$ cat src/rtl/ussan_pkg.sv
// ussan_pkg: shared types and constants of the UTF-8 stream sanitizer.
// No dependencies; used by the front, queue, back and top level through scoped names.
`timescale 1ns / 1ps

package ussan_pkg;

	// Replacement character U+FFFD as UTF-8
	localparam logic [7:0] REPL_B0 = 8'hEF;
	localparam logic [7:0] REPL_B1 = 8'hBF;
	localparam logic [7:0] REPL_B2 = 8'hBD;

	// Code point limits
	localparam logic [20:0] CP_MIN2     = 21'h00080;
	localparam logic [20:0] CP_MIN3     = 21'h00800;
	localparam logic [20:0] CP_MIN4     = 21'h10000;
	localparam logic [20:0] CP_MAX      = 21'h10FFFF;
	localparam logic [20:0] CP_SURR_LO  = 21'h0D800;
	localparam logic [20:0] CP_SURR_HI  = 21'h0DFFF;

	// Sequence lengths announced by a lead byte
	localparam logic [2:0] LEN_NONE = 3'd0;
	localparam logic [2:0] LEN_2    = 3'd2;
	localparam logic [2:0] LEN_3    = 3'd3;
	localparam logic [2:0] LEN_4    = 3'd4;

	// Position of a byte inside a replacement character
	localparam logic [1:0] SUB_B0 = 2'd0;
	localparam logic [1:0] SUB_B1 = 2'd1;
	localparam logic [1:0] SUB_B2 = 2'd2;

	// One output run: rep_count replacement characters, then lit_count literal bytes
	typedef struct packed {
		logic [2:0]      rep_count;
		logic [2:0]      lit_count;
		logic [3:0][7:0] lit;
		logic            eot;
	} cmd_t;

endpackage

$ cat src/rtl/ussan_in_if.sv
// ussan_in_if: raw byte channel of the sanitizer (valid/ready plus payload).
// No dependencies.
`timescale 1ns / 1ps

interface ussan_in_if;
	logic       valid;
	logic       ready;
	logic [7:0] in_byte;
	logic       end_of_text;

	modport source (output valid, output in_byte, output end_of_text, input ready);
	modport sink   (input valid, input in_byte, input end_of_text, output ready);
endinterface

$ cat src/rtl/ussan_out_if.sv
// ussan_out_if: sanitized byte channel of the sanitizer (valid/ready plus payload).
// No dependencies.
`timescale 1ns / 1ps

interface ussan_out_if;
	logic       valid;
	logic       ready;
	logic [7:0] out_byte;
	logic       run_last;
	logic       text_last;

	modport source (output valid, output out_byte, output run_last, output text_last,
		input ready);
	modport sink   (input valid, input out_byte, input run_last, input text_last,
		output ready);
endinterface

$ cat src/rtl/ussan_front.sv
// ussan_front: accepts raw bytes, tracks the pending sequence, classifies each
// request into an output run. Depends on ussan_pkg and ussan_in_if.
`timescale 1ns / 1ps

module ussan_front (
	input  logic              clk,
	input  logic              arst_n,
	ussan_in_if.sink          raw,
	output logic              push,
	output ussan_pkg::cmd_t   push_cmd,
	input  logic              full
);

	logic [1:0]      cnt_q;
	logic [2:0]      exp_q;
	logic [7:0]      held_q [3];

	logic [1:0]      cnt_d;
	logic [2:0]      exp_d;
	logic            held_we;
	logic [1:0]      held_idx;
	logic            accept;
	logic            pending;
	logic            is_cont;
	logic [2:0]      f_len;
	logic [2:0]      base_rep;
	logic [20:0]     cp;
	logic            seq_ok;
	ussan_pkg::cmd_t cmd;

	assign raw.ready = !full;
	assign accept    = raw.valid && raw.ready;

	assign pending = (cnt_q != 2'd0) && (exp_q >= ussan_pkg::LEN_2) &&
		(exp_q <= ussan_pkg::LEN_4);
	assign is_cont = (raw.in_byte[7:6] == 2'b10);

	always_comb begin
		priority if (raw.in_byte[7:5] == 3'b110) begin
			f_len = ussan_pkg::LEN_2;
		end else if (raw.in_byte[7:4] == 4'b1110) begin
			f_len = ussan_pkg::LEN_3;
		end else if (raw.in_byte[7:3] == 5'b11110) begin
			f_len = ussan_pkg::LEN_4;
		end else begin
			f_len = ussan_pkg::LEN_NONE;
		end
	end

	// code point of the completed sequence, with this byte as the last one
	always_comb begin
		priority if (exp_q == ussan_pkg::LEN_2) begin
			cp = {10'd0, held_q[0][4:0], raw.in_byte[5:0]};
		end else if (exp_q == ussan_pkg::LEN_3) begin
			cp = {5'd0, held_q[0][3:0], held_q[1][5:0], raw.in_byte[5:0]};
		end else begin
			cp = {held_q[0][2:0], held_q[1][5:0], held_q[2][5:0], raw.in_byte[5:0]};
		end
		seq_ok = !(cp >= ussan_pkg::CP_SURR_LO && cp <= ussan_pkg::CP_SURR_HI);
		if (exp_q == ussan_pkg::LEN_2 && cp < ussan_pkg::CP_MIN2) seq_ok = 1'b0;
		if (exp_q == ussan_pkg::LEN_3 && cp < ussan_pkg::CP_MIN3) seq_ok = 1'b0;
		if (exp_q == ussan_pkg::LEN_4 &&
			(cp < ussan_pkg::CP_MIN4 || cp > ussan_pkg::CP_MAX)) seq_ok = 1'b0;
	end

	always_comb begin
		cmd       = '0;
		cmd.eot   = raw.end_of_text;
		cnt_d     = cnt_q;
		exp_d     = exp_q;
		held_we   = 1'b0;
		held_idx  = 2'd0;
		base_rep  = (pending && !is_cont) ? {1'b0, cnt_q} : 3'd0;
		if (!pending || !is_cont) begin
			// nothing pending, or a break: flush, then take the byte fresh
			cnt_d         = 2'd0;
			exp_d         = ussan_pkg::LEN_NONE;
			cmd.rep_count = base_rep;
			if (!raw.in_byte[7]) begin
				cmd.lit_count = 3'd1;
				cmd.lit[0]    = raw.in_byte;
			end else if (f_len != ussan_pkg::LEN_NONE) begin
				if (raw.end_of_text) begin
					cmd.rep_count = 3'(base_rep + 3'd1);
				end else begin
					held_we = 1'b1;
					cnt_d   = 2'd1;
					exp_d   = f_len;
				end
			end else begin
				cmd.rep_count = 3'(base_rep + 3'd1);
			end
		end else if (3'({1'b0, cnt_q} + 3'd1) == exp_q) begin
			cnt_d = 2'd0;
			exp_d = ussan_pkg::LEN_NONE;
			if (seq_ok) begin
				cmd.lit_count = exp_q;
				cmd.lit[0]    = held_q[0];
				priority if (exp_q == ussan_pkg::LEN_2) begin
					cmd.lit[1] = raw.in_byte;
				end else if (exp_q == ussan_pkg::LEN_3) begin
					cmd.lit[1] = held_q[1];
					cmd.lit[2] = raw.in_byte;
				end else begin
					cmd.lit[1] = held_q[1];
					cmd.lit[2] = held_q[2];
					cmd.lit[3] = raw.in_byte;
				end
			end else begin
				cmd.rep_count = exp_q;
			end
		end else begin
			// continuation that does not complete the sequence
			held_we  = (cnt_q != 2'd3);
			held_idx = cnt_q;
			if (raw.end_of_text) begin
				cmd.rep_count = 3'({1'b0, cnt_q} + 3'd1);
				cnt_d         = 2'd0;
				exp_d         = ussan_pkg::LEN_NONE;
			end else begin
				cnt_d = 2'(cnt_q + 2'd1);
			end
		end
	end

	assign push     = accept && (cmd.rep_count != 3'd0 || cmd.lit_count != 3'd0);
	assign push_cmd = cmd;

	always_ff @(posedge clk or negedge arst_n) begin
		if (!arst_n) begin
			cnt_q <= 2'd0;
			exp_q <= ussan_pkg::LEN_NONE;
		end else if (accept) begin
			cnt_q <= cnt_d;
			exp_q <= exp_d;
		end
	end

	always_ff @(posedge clk) begin
		if (accept && held_we) begin
			held_q[held_idx] <= raw.in_byte;
		end
	end

endmodule

$ cat src/rtl/ussan_queue.sv
// ussan_queue: small register FIFO of output runs between front and back.
// Depends on ussan_pkg.
`timescale 1ns / 1ps

module ussan_queue #(
	parameter int DEPTH = 2
) (
	input  logic            clk,
	input  logic            arst_n,
	input  logic            push,
	input  ussan_pkg::cmd_t push_cmd,
	output logic            full,
	input  logic            pop,
	output logic            head_valid,
	output ussan_pkg::cmd_t head_cmd
);

	localparam int PW = (DEPTH > 1) ? $clog2(DEPTH) : 1;
	localparam int CW = $clog2(DEPTH + 1);

	ussan_pkg::cmd_t mem_q [DEPTH];
	logic [PW-1:0]   wr_q;
	logic [PW-1:0]   rd_q;
	logic [CW-1:0]   cnt_q;

	assign full       = (cnt_q == CW'(DEPTH));
	assign head_valid = (cnt_q != '0);
	assign head_cmd   = mem_q[rd_q];

	always_ff @(posedge clk or negedge arst_n) begin
		if (!arst_n) begin
			wr_q  <= '0;
			rd_q  <= '0;
			cnt_q <= '0;
		end else begin
			if (push) begin
				wr_q <= (wr_q == PW'(DEPTH - 1)) ? '0 : PW'(wr_q + 1'b1);
			end
			if (pop) begin
				rd_q <= (rd_q == PW'(DEPTH - 1)) ? '0 : PW'(rd_q + 1'b1);
			end
			if (push && !pop) begin
				cnt_q <= CW'(cnt_q + 1'b1);
			end else if (pop && !push) begin
				cnt_q <= CW'(cnt_q - 1'b1);
			end
		end
	end

	always_ff @(posedge clk) begin
		if (push) begin
			mem_q[wr_q] <= push_cmd;
		end
	end

	a_cnt_bound: assert property (@(posedge clk) disable iff (!arst_n)
		cnt_q <= CW'(DEPTH)) else $error("queue count above depth");
	a_no_overflow: assert property (@(posedge clk) disable iff (!arst_n)
		push && !pop |-> !full) else $error("push into full queue");
	a_no_underflow: assert property (@(posedge clk) disable iff (!arst_n)
		pop |-> head_valid) else $error("pop from empty queue");

endmodule

$ cat src/rtl/ussan_back.sv
// ussan_back: expands queued runs into output bytes through an output register.
// Depends on ussan_pkg and ussan_out_if.
`timescale 1ns / 1ps

module ussan_back (
	input  logic            clk,
	input  logic            arst_n,
	input  logic            head_valid,
	input  ussan_pkg::cmd_t head_cmd,
	output logic            pop,
	ussan_out_if.source     clean
);

	logic [2:0] rep_done_q;
	logic [1:0] sub_q;
	logic [2:0] lit_idx_q;
	logic       out_valid_q;
	logic [7:0] out_byte_q;
	logic       run_last_q;
	logic       text_last_q;

	logic       in_rep;
	logic       last;
	logic       advance;
	logic [7:0] cur_byte;
	logic [7:0] repl_byte;

	always_comb begin
		unique case (sub_q)
			ussan_pkg::SUB_B0: repl_byte = ussan_pkg::REPL_B0;
			ussan_pkg::SUB_B1: repl_byte = ussan_pkg::REPL_B1;
			ussan_pkg::SUB_B2: repl_byte = ussan_pkg::REPL_B2;
			default:           repl_byte = ussan_pkg::REPL_B2;
		endcase
	end

	assign in_rep   = (rep_done_q < head_cmd.rep_count);
	assign cur_byte = in_rep ? repl_byte : head_cmd.lit[lit_idx_q[1:0]];
	assign last     = in_rep ?
		((rep_done_q == 3'(head_cmd.rep_count - 3'd1)) && (sub_q == ussan_pkg::SUB_B2) &&
			(head_cmd.lit_count == 3'd0)) :
		(lit_idx_q == 3'(head_cmd.lit_count - 3'd1));
	assign advance  = head_valid && (!out_valid_q || clean.ready);
	assign pop      = advance && last;

	always_ff @(posedge clk or negedge arst_n) begin
		if (!arst_n) begin
			rep_done_q  <= 3'd0;
			sub_q       <= ussan_pkg::SUB_B0;
			lit_idx_q   <= 3'd0;
			out_valid_q <= 1'b0;
		end else begin
			if (advance) begin
				out_valid_q <= 1'b1;
				if (last) begin
					rep_done_q <= 3'd0;
					sub_q      <= ussan_pkg::SUB_B0;
					lit_idx_q  <= 3'd0;
				end else if (in_rep) begin
					if (sub_q == ussan_pkg::SUB_B2) begin
						sub_q      <= ussan_pkg::SUB_B0;
						rep_done_q <= 3'(rep_done_q + 3'd1);
					end else begin
						sub_q <= 2'(sub_q + 2'd1);
					end
				end else begin
					lit_idx_q <= 3'(lit_idx_q + 3'd1);
				end
			end else if (clean.ready) begin
				out_valid_q <= 1'b0;
			end
		end
	end

	always_ff @(posedge clk) begin
		if (advance) begin
			out_byte_q  <= cur_byte;
			run_last_q  <= last;
			text_last_q <= last && head_cmd.eot;
		end
	end

	assign clean.valid     = out_valid_q;
	assign clean.out_byte  = out_byte_q;
	assign clean.run_last  = run_last_q;
	assign clean.text_last = text_last_q;

	a_sub_range: assert property (@(posedge clk) disable iff (!arst_n)
		sub_q != 2'd3) else $error("replacement byte position out of range");
	a_text_last_ends_run: assert property (@(posedge clk) disable iff (!arst_n)
		out_valid_q && text_last_q |-> run_last_q) else $error("text end inside a run");
	a_pop_loads_output: assert property (@(posedge clk) disable iff (!arst_n)
		pop |=> out_valid_q && run_last_q) else $error("run retired without its last byte");

endmodule

$ cat src/rtl/utf8_stream_sanitizer.sv
// utf8_stream_sanitizer: top level of the UTF-8 stream sanitizer.
// Depends on ussan_pkg, ussan_in_if, ussan_out_if, ussan_front, ussan_queue, ussan_back.
//
// Usage:
//   raw   - input request channel: one byte of text per request, end_of_text set on
//           the final byte of a text. Accepted when valid and ready are both high.
//   clean - output channel: one sanitized byte per request. run_last marks the last
//           byte caused by one input byte, text_last the final byte of a text.
//   ASCII and complete valid sequences pass unchanged; bad or cut-off sequences,
//   stray continuation bytes and invalid leads become EF BF BD per offending byte.
// Throughput: the front takes one byte per cycle while the run queue has room. The
//   back emits one output byte per cycle while clean.ready is high, so the sustained
//   input rate falls as N, the bytes an input byte causes (0..12), grows; replacement
//   runs of three bytes per pending byte make N largest, the queue absorbs short bursts.
// Path: an accepted byte's run is first written into the queue, then its first output
//   byte enters the output register, later while earlier runs are still draining.
// Reset: arst_n clears the pending sequence, the queue and the output register.
// Stall: when clean.ready is low the output register holds; the queue fills, and
//   raw.ready drops once QUEUE_DEPTH runs are waiting. Bytes that cause no output
//   (lead and middle bytes of a sequence) still need a free queue slot to enter.
`timescale 1ns / 1ps

module utf8_stream_sanitizer #(
	parameter int QUEUE_DEPTH = 2  // runs buffered between front and back, 1..32
) (
	input  logic         clk,
	input  logic         arst_n,
	ussan_in_if.sink     raw,
	ussan_out_if.source  clean
);

	logic            push;
	logic            full;
	logic            pop;
	logic            head_valid;
	ussan_pkg::cmd_t push_cmd;
	ussan_pkg::cmd_t head_cmd;

	// front: sequence tracking and classification into runs
	ussan_front u_front (
		.clk      (clk),
		.arst_n   (arst_n),
		.raw      (raw),
		.push     (push),
		.push_cmd (push_cmd),
		.full     (full)
	);

	// decoupling queue of runs
	ussan_queue #(
		.DEPTH (QUEUE_DEPTH)
	) u_queue (
		.clk        (clk),
		.arst_n     (arst_n),
		.push       (push),
		.push_cmd   (push_cmd),
		.full       (full),
		.pop        (pop),
		.head_valid (head_valid),
		.head_cmd   (head_cmd)
	);

	// back: byte-by-byte expansion into the output register
	ussan_back u_back (
		.clk        (clk),
		.arst_n     (arst_n),
		.head_valid (head_valid),
		.head_cmd   (head_cmd),
		.pop        (pop),
		.clean      (clean)
	);

endmodule
$ cat src/flat_wrapper.sv
// flat-port wrapper written by rule: the top's interface ports become plain ports
module utf8_stream_sanitizer_flat 
#(
	parameter int QUEUE_DEPTH = 2                                                
)
  (clk, arst_n, raw_valid, raw_in_byte, raw_end_of_text, raw_ready, clean_valid, clean_out_byte, clean_run_last, clean_text_last, clean_ready);
  ussan_in_if raw_i ();
  ussan_out_if clean_i ();
  input  logic clk;
  input  logic arst_n;
  input wire logic [$bits(raw_i.valid)-1:0] raw_valid;
  input wire logic [$bits(raw_i.in_byte)-1:0] raw_in_byte;
  input wire logic [$bits(raw_i.end_of_text)-1:0] raw_end_of_text;
  output wire logic [$bits(raw_i.ready)-1:0] raw_ready;
  output wire logic [$bits(clean_i.valid)-1:0] clean_valid;
  output wire logic [$bits(clean_i.out_byte)-1:0] clean_out_byte;
  output wire logic [$bits(clean_i.run_last)-1:0] clean_run_last;
  output wire logic [$bits(clean_i.text_last)-1:0] clean_text_last;
  input wire logic [$bits(clean_i.ready)-1:0] clean_ready;
  assign raw_i.valid = raw_valid;
  assign raw_i.in_byte = raw_in_byte;
  assign raw_i.end_of_text = raw_end_of_text;
  assign raw_ready = raw_i.ready;
  assign clean_valid = clean_i.valid;
  assign clean_out_byte = clean_i.out_byte;
  assign clean_run_last = clean_i.run_last;
  assign clean_text_last = clean_i.text_last;
  assign clean_i.ready = clean_ready;
  utf8_stream_sanitizer #(.QUEUE_DEPTH(QUEUE_DEPTH)) u_core (.clk(clk), .arst_n(arst_n), .raw(raw_i), .clean(clean_i));
endmodule
$ cat config.mk
export PLATFORM = sky130hd
export DESIGN_NAME = utf8_stream_sanitizer_flat
export DESIGN_NICKNAME = d
export VERILOG_FILES = /design/src/rtl/ussan_pkg.sv /design/src/rtl/ussan_in_if.sv /design/src/rtl/ussan_out_if.sv /design/src/rtl/ussan_front.sv /design/src/rtl/ussan_queue.sv /design/src/rtl/ussan_back.sv /design/src/rtl/utf8_stream_sanitizer.sv /design/src/flat_wrapper.sv
export SDC_FILE = /design/constraint.sdc
export NUM_CORES = 1
export LEC_CHECK = 0
export BUFFER_PORTS_ARGS = -buffer_cell sky130_fd_sc_hd__buf_2
export CAP_MARGIN = 20
export CORE_MARGIN = 2
export CORE_UTILIZATION = 25
export DETAILED_ROUTE_END_ITERATION = 6
export PLACE_DENSITY = 0.44
export REMOVE_ABC_BUFFERS = 1
export SLEW_MARGIN = 5
export SYNTH_ARGS = -nofsm -noshare
export SYNTH_HDL_FRONTEND = slang
export SYNTH_SLANG_ARGS = --single-unit
$ cat constraint.sdc
create_clock -name clk -period 11.54 [get_ports clk]
set_input_delay 2.308 -clock clk [delete_from_list [all_inputs] [get_ports clk]]
set_output_delay 2.308 -clock clk [all_outputs]
set_load 0.03 [all_outputs]
==> qor.csv, run 1 <==
stage,metric,value,unit
floorplanning,Placeable Area,23260,um2
synth,share of the synthesized area in the top cell type,0.5731,
floorplanning,Starting Density,0.2523,
floorplanning,Chip Width,157.2,um
clock_tree,CTS Hold Bufs,0,
routing,Total Wirelength,12610,um
synth,Syn Area/Cell,14.42,um2
floorplanning,full die area,24710,um2
global_routing,GR met2 Demand/Resource,0.1626,
timing,Worst-Margin Slew,0.9402,ns
synth,Post-synth EDFFs,112,
synth,Post-synth top cells,"112 x edfxtp_1, 41 x nand2_1, 18 x dfrtp_1",
worst_hold_path,Min-Delay Path Class,reg -> reg,
pwr,PwrDens,236.9,nW/um2
global_routing,Total GRT Usage,0.1088,
critical_path,WP data required,11.65,ns
synth,"Warnings, synthesis",0,
clock_tree,CTS Root Cell,clkbuf_16,
synth,Compound-Gate Fraction of Synth Area,0.08849,
routing,drt pass-1 iters,4,
synth,Synth Area in Simple Gates,0.09851,
routing,via count,3458,
global_routing,initial antenna violation count,0,
critical_path,CP bufs+invs,2,
clock_tree,Clock Tree Buf Depth,2,
clock_tree,Inserted Clock Buffers,17,
synth,mux contribution to synthesized area,0.09126,
job,max cap viols,0,
synth,main flop type after synthesis,edfxtp_1,
critical_path,crit path cell chain,buf_2 -> nand2b_1 -> a211oi_1 -> a32oi_1 -> o221a_2 -> a31oi_2 -> nor2b_4 -> buf_12,
final_layout,nets,467,
final_layout,synthesis-to-finish area growth,18.36,%
floorplanning,Rows,56,
clock_tree,cts repair resizes,0,
timing,Max Slew Vio Count,0,
synth,Synth area leader,edfxtp_1,
clock_tree,CTS tree,done,
clock_tree,CTS Sinks,130,
synth,xor and xnor area share after synthesis,0.02239,
critical_path,Worst setup EP type,register,
routing,Via density,4.468,
timing,setup TNS,0,ns
clock_tree,clk_lat worst skew,0.42,ns
pwr,total power,0.001646,W
synth,largest family of logic cells by synthesized area,simple AND/OR/NAND/NOR gates,
placement,pre-CTS setup slack,6.308,ns
global_routing,GRT Residual Overflow,0,
synth,largest cells by area after synthesis,"edfxtp_1 57%, dfrtp_1 7.7%, mux4_2 6.1%, nand2_1 2.6%, ha_1 2.6%",
clock_tree,"CTS clk-pin slew, worst paths",0.06,ns
synth,"flops & latches, synth",130,
worst_hold_path,worst hold path depth,2,
critical_path,"slowest stage delay, CP",0.53,ns
final_layout,share of cells above drive strength 1,0.2132,
floorplanning,die height,157.2,um
critical_path,"Slowest-stage cell, CP",nor2b_4,
final_layout,Ant. Diodes,0,
placement,Port-buffer cells,24,
synth,async set-reset flop share out of synthesis,0.1385,
synth,Synth Instances,407,
synth,top-count cell post-synth,edfxtp_1,
clock_tree,CTS H-tree depth,4,
pwr,P_leak,2.451,nW
synth,Yosys cell types,52,
timing,setup violators final,0,
timing,hold_ws,0.5091,ns
global_routing,GR peak layer,met2,
critical_path,Crit. path cell count,8,
timing,final hold violations,0,
floorplanning,I/O pins,25,
pwr,Peak supply drop,0.0001061,V
timing,Final Critical Period,4.479,ns
critical_path,crit-path max FO,24,
run_status,outcome,"finished, final reports clean",
critical_path,crit path kind,in -> reg,
routing,DRC,0,
timing,slew margin rel.,0.3732,
placement,GPL Wtd Cong,0.7984,
synth,sequential cell area fraction in the yosys report,0.6499,
global_routing,number of global-route vias before repair,3494,
clock_tree,"Setup Fix Bufs, Post-CTS",0,
timing,Final period util,0.3881,
routing,DR iter-0 viols,198,
timing,setup ws final,7.061,ns
routing,wire length per cell,16.29,um
critical_path,CP arrival,4.59,ns
global_routing,largest net degree at the start of global routing,40,
placement,post-detail-place hpwl,8686,um
global_routing,Global Route met1 Usage,0.1497,
synth,adder-cell share of the synthesized area,0.02559,
timing,fmax,223.3,MHz
timing,unrepaired setup endpoints after global routing,no,
critical_path,r2r setup slk,7.98,ns
routing,antenna-violating nets left,0,
timing,Clock Skew,0.01401,ns
critical_path,"CP delay by family, top",compound AO/OA/AOI/OAI gates,
final_layout,filler instances,2395,
critical_path,Startpoint Class,primary input,
critical_path,R2R cell count,9,
synth,Synth Cell Area,5868,um2
global_routing,grt met3 use,0.02726,
global_routing,first-pass GRT wire length,19820,um
==> power breakdown <==
part | switching, W | leakage [nW] | internal [W]
logic | 0.000259 | 0.901 | 0.000188
clock network | 0.000195 | 0.288 | 0.000317
registers | 0.0000630 | 1.26 | 0.000624
==> flip-flops by register name, summed over array words and instances (netlist names) <==
signal                         flops
u_core.u_back.clean.out_byte       8
u_core.u_back.clean.run_last       1
u_core.u_back.clean.text_last      1
u_core.u_back.clean.valid          1
u_core.u_back.lit_idx_q            3
u_core.u_back.rep_done_q           3
u_core.u_back.sub_q                2
u_core.u_front.cnt_q               2
u_core.u_front.exp_q               3
u_core.u_front.held_q             24
u_core.u_queue.cnt_q               2
u_core.u_queue.mem_q              78
u_core.u_queue.rd_q                1
u_core.u_queue.wr_q                1
==> worst reg2reg max path, stage by stage, from the launching register on <==
cell	delay (ns)
dfrtp_1	0.68
or3b_4	0.57
a21oi_1	0.26
and3_1	0.20
ha_1	0.15
a32oi_1	0.11
and3_1	0.22
a31oi_2	0.27
nor2b_4	0.53
buf_12	0.26
==> cell families after synthesis <==
family | after synthesis
flops | 130
simple gates | 115
compound gates | 74
mux | 33
buf+inv | 27
xor+xnor | 15
fa+ha+maj | 12
other cells | 1
==> final timing paths <==
kind | from | to
max in group asynchronous | arst_n | u_core.u_front.cnt_q[0]
min in group asynchronous | arst_n | u_core.u_back.rep_done_q[2]
worst max register to register | u_core.u_front.exp_q[0] | u_core.u_queue.mem_q[0][20]
worst min-delay path | u_core.u_back.clean.valid | u_core.u_back.clean.valid
worst max-delay path | raw_in_byte[6] | u_core.u_queue.mem_q[0][20]
worst min register to register | u_core.u_back.clean.valid | u_core.u_back.clean.valid
==> routing by layer <==
layer	wire (um)	vias up	share of wire
li1	-	1632	-
met1	6174	1749	0.49
met2	5720	62	0.45
met3	407	15	0.032
met4	303	0	0.024
met5	0	-	0
==> area by class of cell <==
class                   instances  area [um2]  area share
clock buffers                  18       429.2     0.06179
repair buffers                 32       192.7     0.02774
well taps                     319       399.1     0.05747
inverters                      10       37.54    0.005404
clock inverters                14       138.9     0.02000
flip-flops and latches        130        3814      0.5491
multi-input cells             251        1934      0.2785
==> layout by cell type (no fill, tap or decap), types with 7 or more instances in the layout <==
| cell type | n |
|---|---|
| a21oi_1 | 16 |
| a22o_1 | 10 |
| and3_1 | 8 |
| buf_2 | 24 |
| buf_4 | 7 |
| clkbuf_16 | 17 |
| clkinv_2 | 7 |
| dfrtp_1 | 18 |
| edfxtp_1 | 112 |
| ha_1 | 12 |
| inv_1 | 10 |
| mux2i_1 | 13 |
| mux4_2 | 16 |
| nand2_1 | 41 |
| nand3_1 | 15 |
| nor2_1 | 15 |
| nor2b_1 | 7 |
| o21ai_0 | 16 |
| xor2_1 | 9 |
==> metrics by stage <==
step	std cells	util	instance area [um2]
3_5_place_dp	741	0.2733	6357
3_3_place_gp	741	0.2733	6357
5_1_grt	774	0.2986	6945
2_1_floorplan	391	-	5773
6_report	774	0.2986	6945
4_1_cts	773	0.2977	6925
Note: power is estimated with default switching activity, not from simulation.
==> run 2: changes to the inputs <==
Settings changed: ABC_AREA set to 1.
Clock period 11.54 ns to 4.19 ns, I/O delays scaled along.
==> run 2 against run 1 <==
  * Register-to-register slack worse by 7.1 ns
  * Non-clock buffer count grew 4
  * Global-route usage increased by 0.98 points
  * Highest routed layer unchanged
  * Power grew to 2.9 times the previous value
  * Flip-flop and latch count stayed put
  * Clock-buffer cell count decreased by 1
==> qor.csv, run 2 <==
stage,metric,value,unit
final_layout,"most common cell after layout, fill and taps aside",edfxtp_1,
routing,Via density,4.518,
routing,DR iter-0 viols,320,
floorplanning,die height,159.7,um
synth,largest cells by area after synthesis,"edfxtp_1 55%, dfrtp_1 7.4%, nand2_1 5.8%, a21oi_1 3.6%, nor2_1 3.2%",
global_routing,largest net degree at the start of global routing,40,
floorplanning,full die area,25520,um2
synth,"Warnings, synthesis",0,
pwr,total power,0.004834,W
timing,setup violators final,0,
clock_tree,CTS Sinks,130,
clock_tree,CTS H-tree depth,4,
critical_path,Worst setup EP type,register,
routing,DRC,0,
global_routing,Total GRT Usage,0.1186,
timing,unrepaired setup endpoints after global routing,no,
timing,Clock Skew,0.009246,ns
global_routing,first-pass GRT wire length,23120,um
critical_path,crit path cell chain,inv_1 -> nand3_2 -> inv_2 -> nand3_1 -> inv_1 -> nand3_1 -> nand2_1 -> nand2_2 -> nand4_2 -> nand3_1 -> nor2_1 -> nand2_1 -> nand2_1 -> nor2_4 -> buf_4,
final_layout,Biggest register,u_core.u_queue.mem_q,
synth,top-count cell post-synth,edfxtp_1,
clock_tree,Clock Tree Buf Depth,2,
final_layout,synthesis-to-finish area growth,17.89,%
critical_path,crit-path max FO,39,
synth,Synth Cell Area,6063,um2
timing,Max Slew Vio Count,0,
placement,DP Cell Count,891,
clock_tree,cts repair resizes,0,
critical_path,"slowest stage delay, CP",0.69,ns
placement,GPL Wtd Cong,0.8882,
floorplanning,Placeable Area,23610,um2
critical_path,Startpoint Class,register,
critical_path,CP arrival,3.39,ns
floorplanning,Chip Width,159.7,um
clock_tree,clk_lat worst skew,0.42,ns
floorplanning,Starting Density,0.2568,
critical_path,crit path kind,reg -> reg,
timing,fmax,299.4,MHz
critical_path,CP bufs+invs,4,
synth,"flops & latches, synth",130,
synth,Synth Instances,556,
pwr,Peak supply drop,0.0002517,V
final_layout,Layout Utilization,0.3027,
global_routing,GRT Residual Overflow,0,
synth,Syn Area/Cell,10.91,um2
job,max cap viols,0,
final_layout,nets,616,
clock_tree,CTS Hold Bufs,0,
timing,setup ws final,0.8499,ns
pwr,PwrDens,676.3,nW/um2
timing,final hold violations,0,
routing,via count,4166,
floorplanning,Rows,56,
global_routing,number of global-route vias before repair,4032,
synth,Yosys cell types,46,
final_layout,most frequent cells in the layout,"112 x edfxtp_1, 93 x nand2_1, 50 x nor2_1",
clock_tree,"Setup Fix Bufs, Post-CTS",0,
synth,Post-synth top cells,"112 x edfxtp_1, 93 x nand2_1, 51 x nor2_1, 45 x inv_1, 44 x a21oi_1",
synth,main flop type after synthesis,edfxtp_1,
timing,Final period util,0.7972,
floorplanning,I/O pins,25,
final_layout,Largest register FFs,78,
synth,async set-reset flop share out of synthesis,0.1385,
clock_tree,CTS tree,done,
final_layout,Ant. Diodes,0,
routing,Total Wirelength,14610,um
critical_path,"Slowest-stage cell, CP",dfrtp_1,
placement,post-detail-place hpwl,10240,um
global_routing,initial antenna violation count,0,
run_status,outcome,"finished, final reports clean",
placement,Port-buffer cells,24,
routing,wire length per cell,15.85,um
clock_tree,CTS Root Cell,clkbuf_16,
pwr,P_leak,2.768,nW
synth,share of the synthesized area in the top cell type,0.5547,
critical_path,WP data required,4.24,ns
synth,sequential cell area fraction in the yosys report,0.6290,
clock_tree,Inserted Clock Buffers,17,
final_layout,share of cells above drive strength 1,0.1459,
routing,antenna-violating nets left,0,
synth,Post-synth EDFFs,112,
timing,Worst-Margin Slew,0.5601,ns
critical_path,"CP delay by family, top",simple AND/OR/NAND/NOR gates,
routing,drt pass-1 iters,5,
timing,slew margin rel.,0.6266,
timing,Final Critical Period,3.340,ns
synth,Synth area leader,edfxtp_1,
worst_hold_path,Min-Delay Path Class,in -> async,
clock_tree,"CTS clk-pin slew, worst paths",0.06,ns
final_layout,Non-Filler Instances,922,
placement,pre-CTS setup slack,0.8386,ns
## run 2: cell count changes after synthesis, sizes merged, moves of 9 or more
| cell | previous run | this run |
|---|---|---|
| a22o | 10 | 0 |
| a221oi | 0 | 10 |
| nor2 | 17 | 53 |
| a21oi | 22 | 44 |
| mux4 | 16 | 0 |
| nand3 | 15 | 25 |
| nand2 | 41 | 97 |
| o21ai | 16 | 29 |
| inv | 10 | 50 |
| o22ai | 0 | 9 |
## run 2: metrics by stage
stage	instance area (um2)	hold slack, ns	TNS (ns)
3_3_place_gp	6580	0.4599	0
4_1_cts	7148	0.3682	0
6_report	7148	0.3648	0
2_1_floorplan	5963	0.4419	-0.07448
3_5_place_dp	6580	0.4632	0
5_1_grt	7148	0.3890	0
## run 2: final cells by class
cell class	count	area, um2
multi-input cells	353	1958
well taps	319	399.1
flip-flops and latches	130	3814
clock inverters	14	142.6
inverters	53	198.9
repair buffers	36	210.2
clock buffers	17	425.4
fillers	2401	16460
## run 2: worst paths after layout
path	start	to	slack [ns]	depth (start not counted)
setup / recovery	u_core.u_front.exp_q[0]	u_core.u_queue.mem_q[1][14]	0.85	15
hold / removal	arst_n	u_core.u_front.cnt_q[1]	0.36	1
setup reg to reg	u_core.u_front.exp_q[0]	u_core.u_queue.mem_q[1][14]	0.85	15
hold reg to reg	u_core.u_queue.rd_q	u_core.u_queue.rd_q	0.47	1
max in group asynchronous	arst_n	u_core.u_back.lit_idx_q[1]	3.50	1
min in group clk	u_core.u_queue.rd_q	u_core.u_queue.rd_q	0.47	1
## run 2: kinds of logic after synthesis
group                      Yosys count  synth area share
buffers and inverters               74           0.04994
AOI/OAI and AO/OA                  111            0.1090
DFF                                130            0.6290
and+or+nand+nor                    209            0.1581
muxes                                6          0.009905
xor gates and xnor gates            13           0.01878
adders and majority gates           12           0.02476
other                                1         0.0006185
## run 2: worst reg2reg max path, cell delays in order (launching register included)
cell and delay [ns]:
dfrtp_1 0.69, inv_1 0.23, nand3_2 0.24, inv_2 0.15, nand3_1 0.10, inv_1 0.04, nand3_1 0.07, nand2_1 0.06
nand2_2 0.14, nand4_2 0.30, nand3_1 0.16, nor2_1 0.05, nand2_1 0.07, nand2_1 0.11, nor2_4 0.09, buf_4 0.44
## run 2: routing by layer
| layer | share of wire | track usage | vias to the layer above |
|---|---|---|---|
| li1 | - | - | 2063 |
| met1 | 0.48 | 0.1560 | 2010 |
| met2 | 0.47 | 0.1903 | 75 |
| met3 | 0.028 | 0.02571 | 18 |
| met4 | 0.017 | 0.04752 | 0 |
| met5 | 0 | 0 | - |
## run 2: power breakdown
part           switching, W  internal (W)  leakage [nW]
clock              0.000545      0.000866         0.267
combinational       0.00106      0.000503          1.24
sequential         0.000126       0.00173          1.26
total               0.00173       0.00310          2.77
==> run 3: changes to the inputs <==
Settings changed: ABC_AREA 1 to 0, PLACE_DENSITY 0.44 to 0.45.
Clock period 4.19 ns to 2.7 ns, I/O delays scaled along.
==> run 3 against run 2 <==
  * Clock power is 62% higher
  * Power increased by 56%
  * Via count down 13%
  * Final cell count fell by 11%
  * Worst setup slack got worse by 0.80 ns
  * Sequential share of layout area down 2.5 points
  * Utilization increased by 2.0 points
  * Register-to-register slack lost 0.80 ns
  * Global-route usage is 0.78 points lower
  * Sequential power grew 53%
  * Combinational power increased by 52%
  * Critical path type unchanged
  * Critical endpoint is now u_core.u_queue.mem_q[0][23]
==> qor.csv, run 3 (same netlist as run 1, synthesis figures left out) <==
stage,metric,value,unit
run_status,outcome,"finished, final reports clean",
clock_tree,CTS H-tree depth,4,
floorplanning,Rows,56,
critical_path,reg2reg end,u_core.u_queue.mem_q[0][23],
clock_tree,CTS Root Cell,clkbuf_16,
routing,Total Wirelength,13280,um
critical_path,"slowest stage delay, CP",0.45,ns
floorplanning,Placeable Area,23260,um2
timing,Worst-Margin Slew,0.5401,ns
clock_tree,CTS tree,done,
final_layout,Biggest register,u_core.u_queue.mem_q,
critical_path,Worst setup EP type,register,
pwr,P_leak,2.699,nW
global_routing,first-pass GRT wire length,20500,um
final_layout,Largest register FFs,78,
final_layout,"most common cell after layout, fill and taps aside",edfxtp_1,
final_layout,multi-input logic area,2027,um2
critical_path,CP arrival,2.78,ns
final_layout,sequential cell area,3815,um2
pwr,P_int,0.005202,W
routing,Via density,4.414,
final_layout,share of cells above drive strength 1,0.3100,
critical_path,crit-path max FO,5,
placement,GPL Wtd Cong,0.7708,
timing,Max Slew Vio Count,0,
pwr,Clk pwr share,0.304,
job,max cap viols,0,
routing,DRC,0,
floorplanning,Chip Width,157.2,um
global_routing,GRT Residual Overflow,0,
pwr,P_sw,0.002317,W
floorplanning,full die area,24710,um2
pwr,Switching Share,0.3082,
routing,wire length per cell,16.22,um
final_layout,nets,512,
critical_path,crit path kind,reg -> reg,
timing,final hold violations,0,
global_routing,initial antenna violation count,0,
placement,Port-buffer cells,24,
critical_path,R2R Path Start,u_core.u_front.exp_q[1],
pwr,Peak supply drop,0.0004647,V
critical_path,CP bufs+invs,2,
floorplanning,die height,157.2,um
placement,DP Cell Count,778,
global_routing,largest net degree at the start of global routing,40,
critical_path,crit path cell chain,or3b_4 -> a21oi_4 -> and3_4 -> ha_4 -> a32oi_2 -> and3_4 -> a31oi_4 -> nor2b_4 -> buf_6 -> clkbuf_16,
timing,setup ws final,0.04669,ns
final_layout,Non-Filler Instances,819,
floorplanning,I/O pins,25,
floorplanning,Starting Density,0.2523,
pwr,combinational group share of total power,0.317,
clock_tree,Clock Tree Buf Depth,2,
critical_path,"CP delay by family, top",simple AND/OR/NAND/NOR gates,
timing,setup violators final,0,
clock_tree,CTS Sinks,130,
pwr,Seq pwr share,0.379,
clock_tree,"CTS clk-pin slew, worst paths",0.06,ns
critical_path,R2R cell count,10,
global_routing,number of global-route vias before repair,3735,
placement,pre-CTS setup slack,-0.1017,ns
timing,slew margin rel.,0.6386,
final_layout,filler instances,2351,
worst_hold_path,Min-Delay Path Class,in -> async,
critical_path,crit-path most repeated cell,and3_4,
clock_tree,clk_lat worst skew,0.41,ns
final_layout,Ant. Diodes,0,
routing,via count,3615,
clock_tree,Inserted Clock Buffers,17,
routing,drt pass-1 iters,4,
critical_path,r2r setup slk,0.05,ns
timing,Clock Skew,0.008785,ns
critical_path,WP data required,2.83,ns
global_routing,Total GRT Usage,0.1108,
final_layout,most frequent cells in the layout,"112 x edfxtp_1, 44 x buf_4, 41 x nand2_1",
critical_path,Startpoint Class,register,
routing,DR iter-0 viols,191,
routing,antenna-violating nets left,0,
timing,Final Critical Period,2.653,ns
placement,post-detail-place hpwl,9057,um
timing,Final period util,0.9827,
pwr,PwrDens,1002,nW/um2
timing,fmax,376.9,MHz
timing,unrepaired setup endpoints after global routing,yes,
final_layout,synthesis-to-finish area growth,27.93,%
critical_path,"Slowest-stage cell, CP",or3b_4,
[run 3: how the worst max path moves through the flow]
stage,startpoint,to,slack (ns),cells after the start
global route,u_core.u_front.exp_q[1],u_core.u_queue.mem_q[0][23],-0.03,10
floorplan,u_core.u_front.exp_q[0],u_core.u_queue.mem_q[0][0],-1.63,8
detailed placement,u_core.u_front.exp_q[0],u_core.u_queue.mem_q[0][18],-0.10,10
global placement,u_core.u_front.exp_q[0],u_core.u_queue.mem_q[0][17],-0.03,10
CTS,u_core.u_front.exp_q[0],u_core.u_queue.mem_q[0][31],0.01,11
finish,u_core.u_front.exp_q[1],u_core.u_queue.mem_q[0][23],0.05,10
[run 3: repair_timing]
action | in CTS | in global routing
endpoints found under the hold margin | 0 | 0
hold buffers | 0 | 0
gates cloned | 1 | 3
setup buffers | 2 | 3
pin swaps | 2 | 8
resized for setup | 5 | 19
endpoints found under the setup margin | 79 | 93
[run 3: cell type report]
class | instances | area share
clock buffer | 18 | 0.05717
clock inverter | 14 | 0.02200
timing repair buffer | 77 | 0.08450
sequential | 130 | 0.5082
multi-input combinational | 251 | 0.2700
tap | 319 | 0.05317
inverter | 10 | 0.005000
[run 3: worst register-to-register path, stage by stage (launching register included)]
cell,delay [ns]
dfrtp_1,0.37
or3b_4,0.45
a21oi_4,0.19
and3_4,0.21
ha_4,0.12
a32oi_2,0.10
and3_4,0.18
a31oi_4,0.20
nor2b_4,0.21
buf_6,0.16
clkbuf_16,0.16
[run 3: metrics by stage]
stage	area (um2)	util	setup TNS [ns]	total power [W]	hold slack (ns)
2_1_floorplan	5773	-	-98.14	0.004316	0.2444
3_3_place_gp	6668	0.2866	-2.231	0.005086	0.5102
3_5_place_dp	6668	0.2866	-7.536	0.005116	0.5020
4_1_cts	7343	0.3157	0	0.007499	0.07802
5_1_grt	7507	0.3227	-0.3723	0.007930	0.09081
6_report	7507	0.3227	0	0.007519	0.07068
[run 3: metal layers]
metal	GRT usage	vias to the layer above	wire [um]
met5	0	-	0
met4	0.04502	0	225
met3	0.02285	20	424
met2	0.1795	62	6326
met1	0.1448	1807	6306
li1	-	1726	-
[run 3: power by group through the flow]
stage | logic, W | clock network, W | registers, W
after global placement | 0.00221 | 0 | 0.00288
after global routing | 0.00262 | 0.00242 | 0.00289
final | 0.00238 | 0.00229 | 0.00285
after CTS | 0.00232 | 0.00233 | 0.00285
after floorplan | 0.00120 | 0 | 0.00311
after detailed placement | 0.00223 | 0 | 0.00289
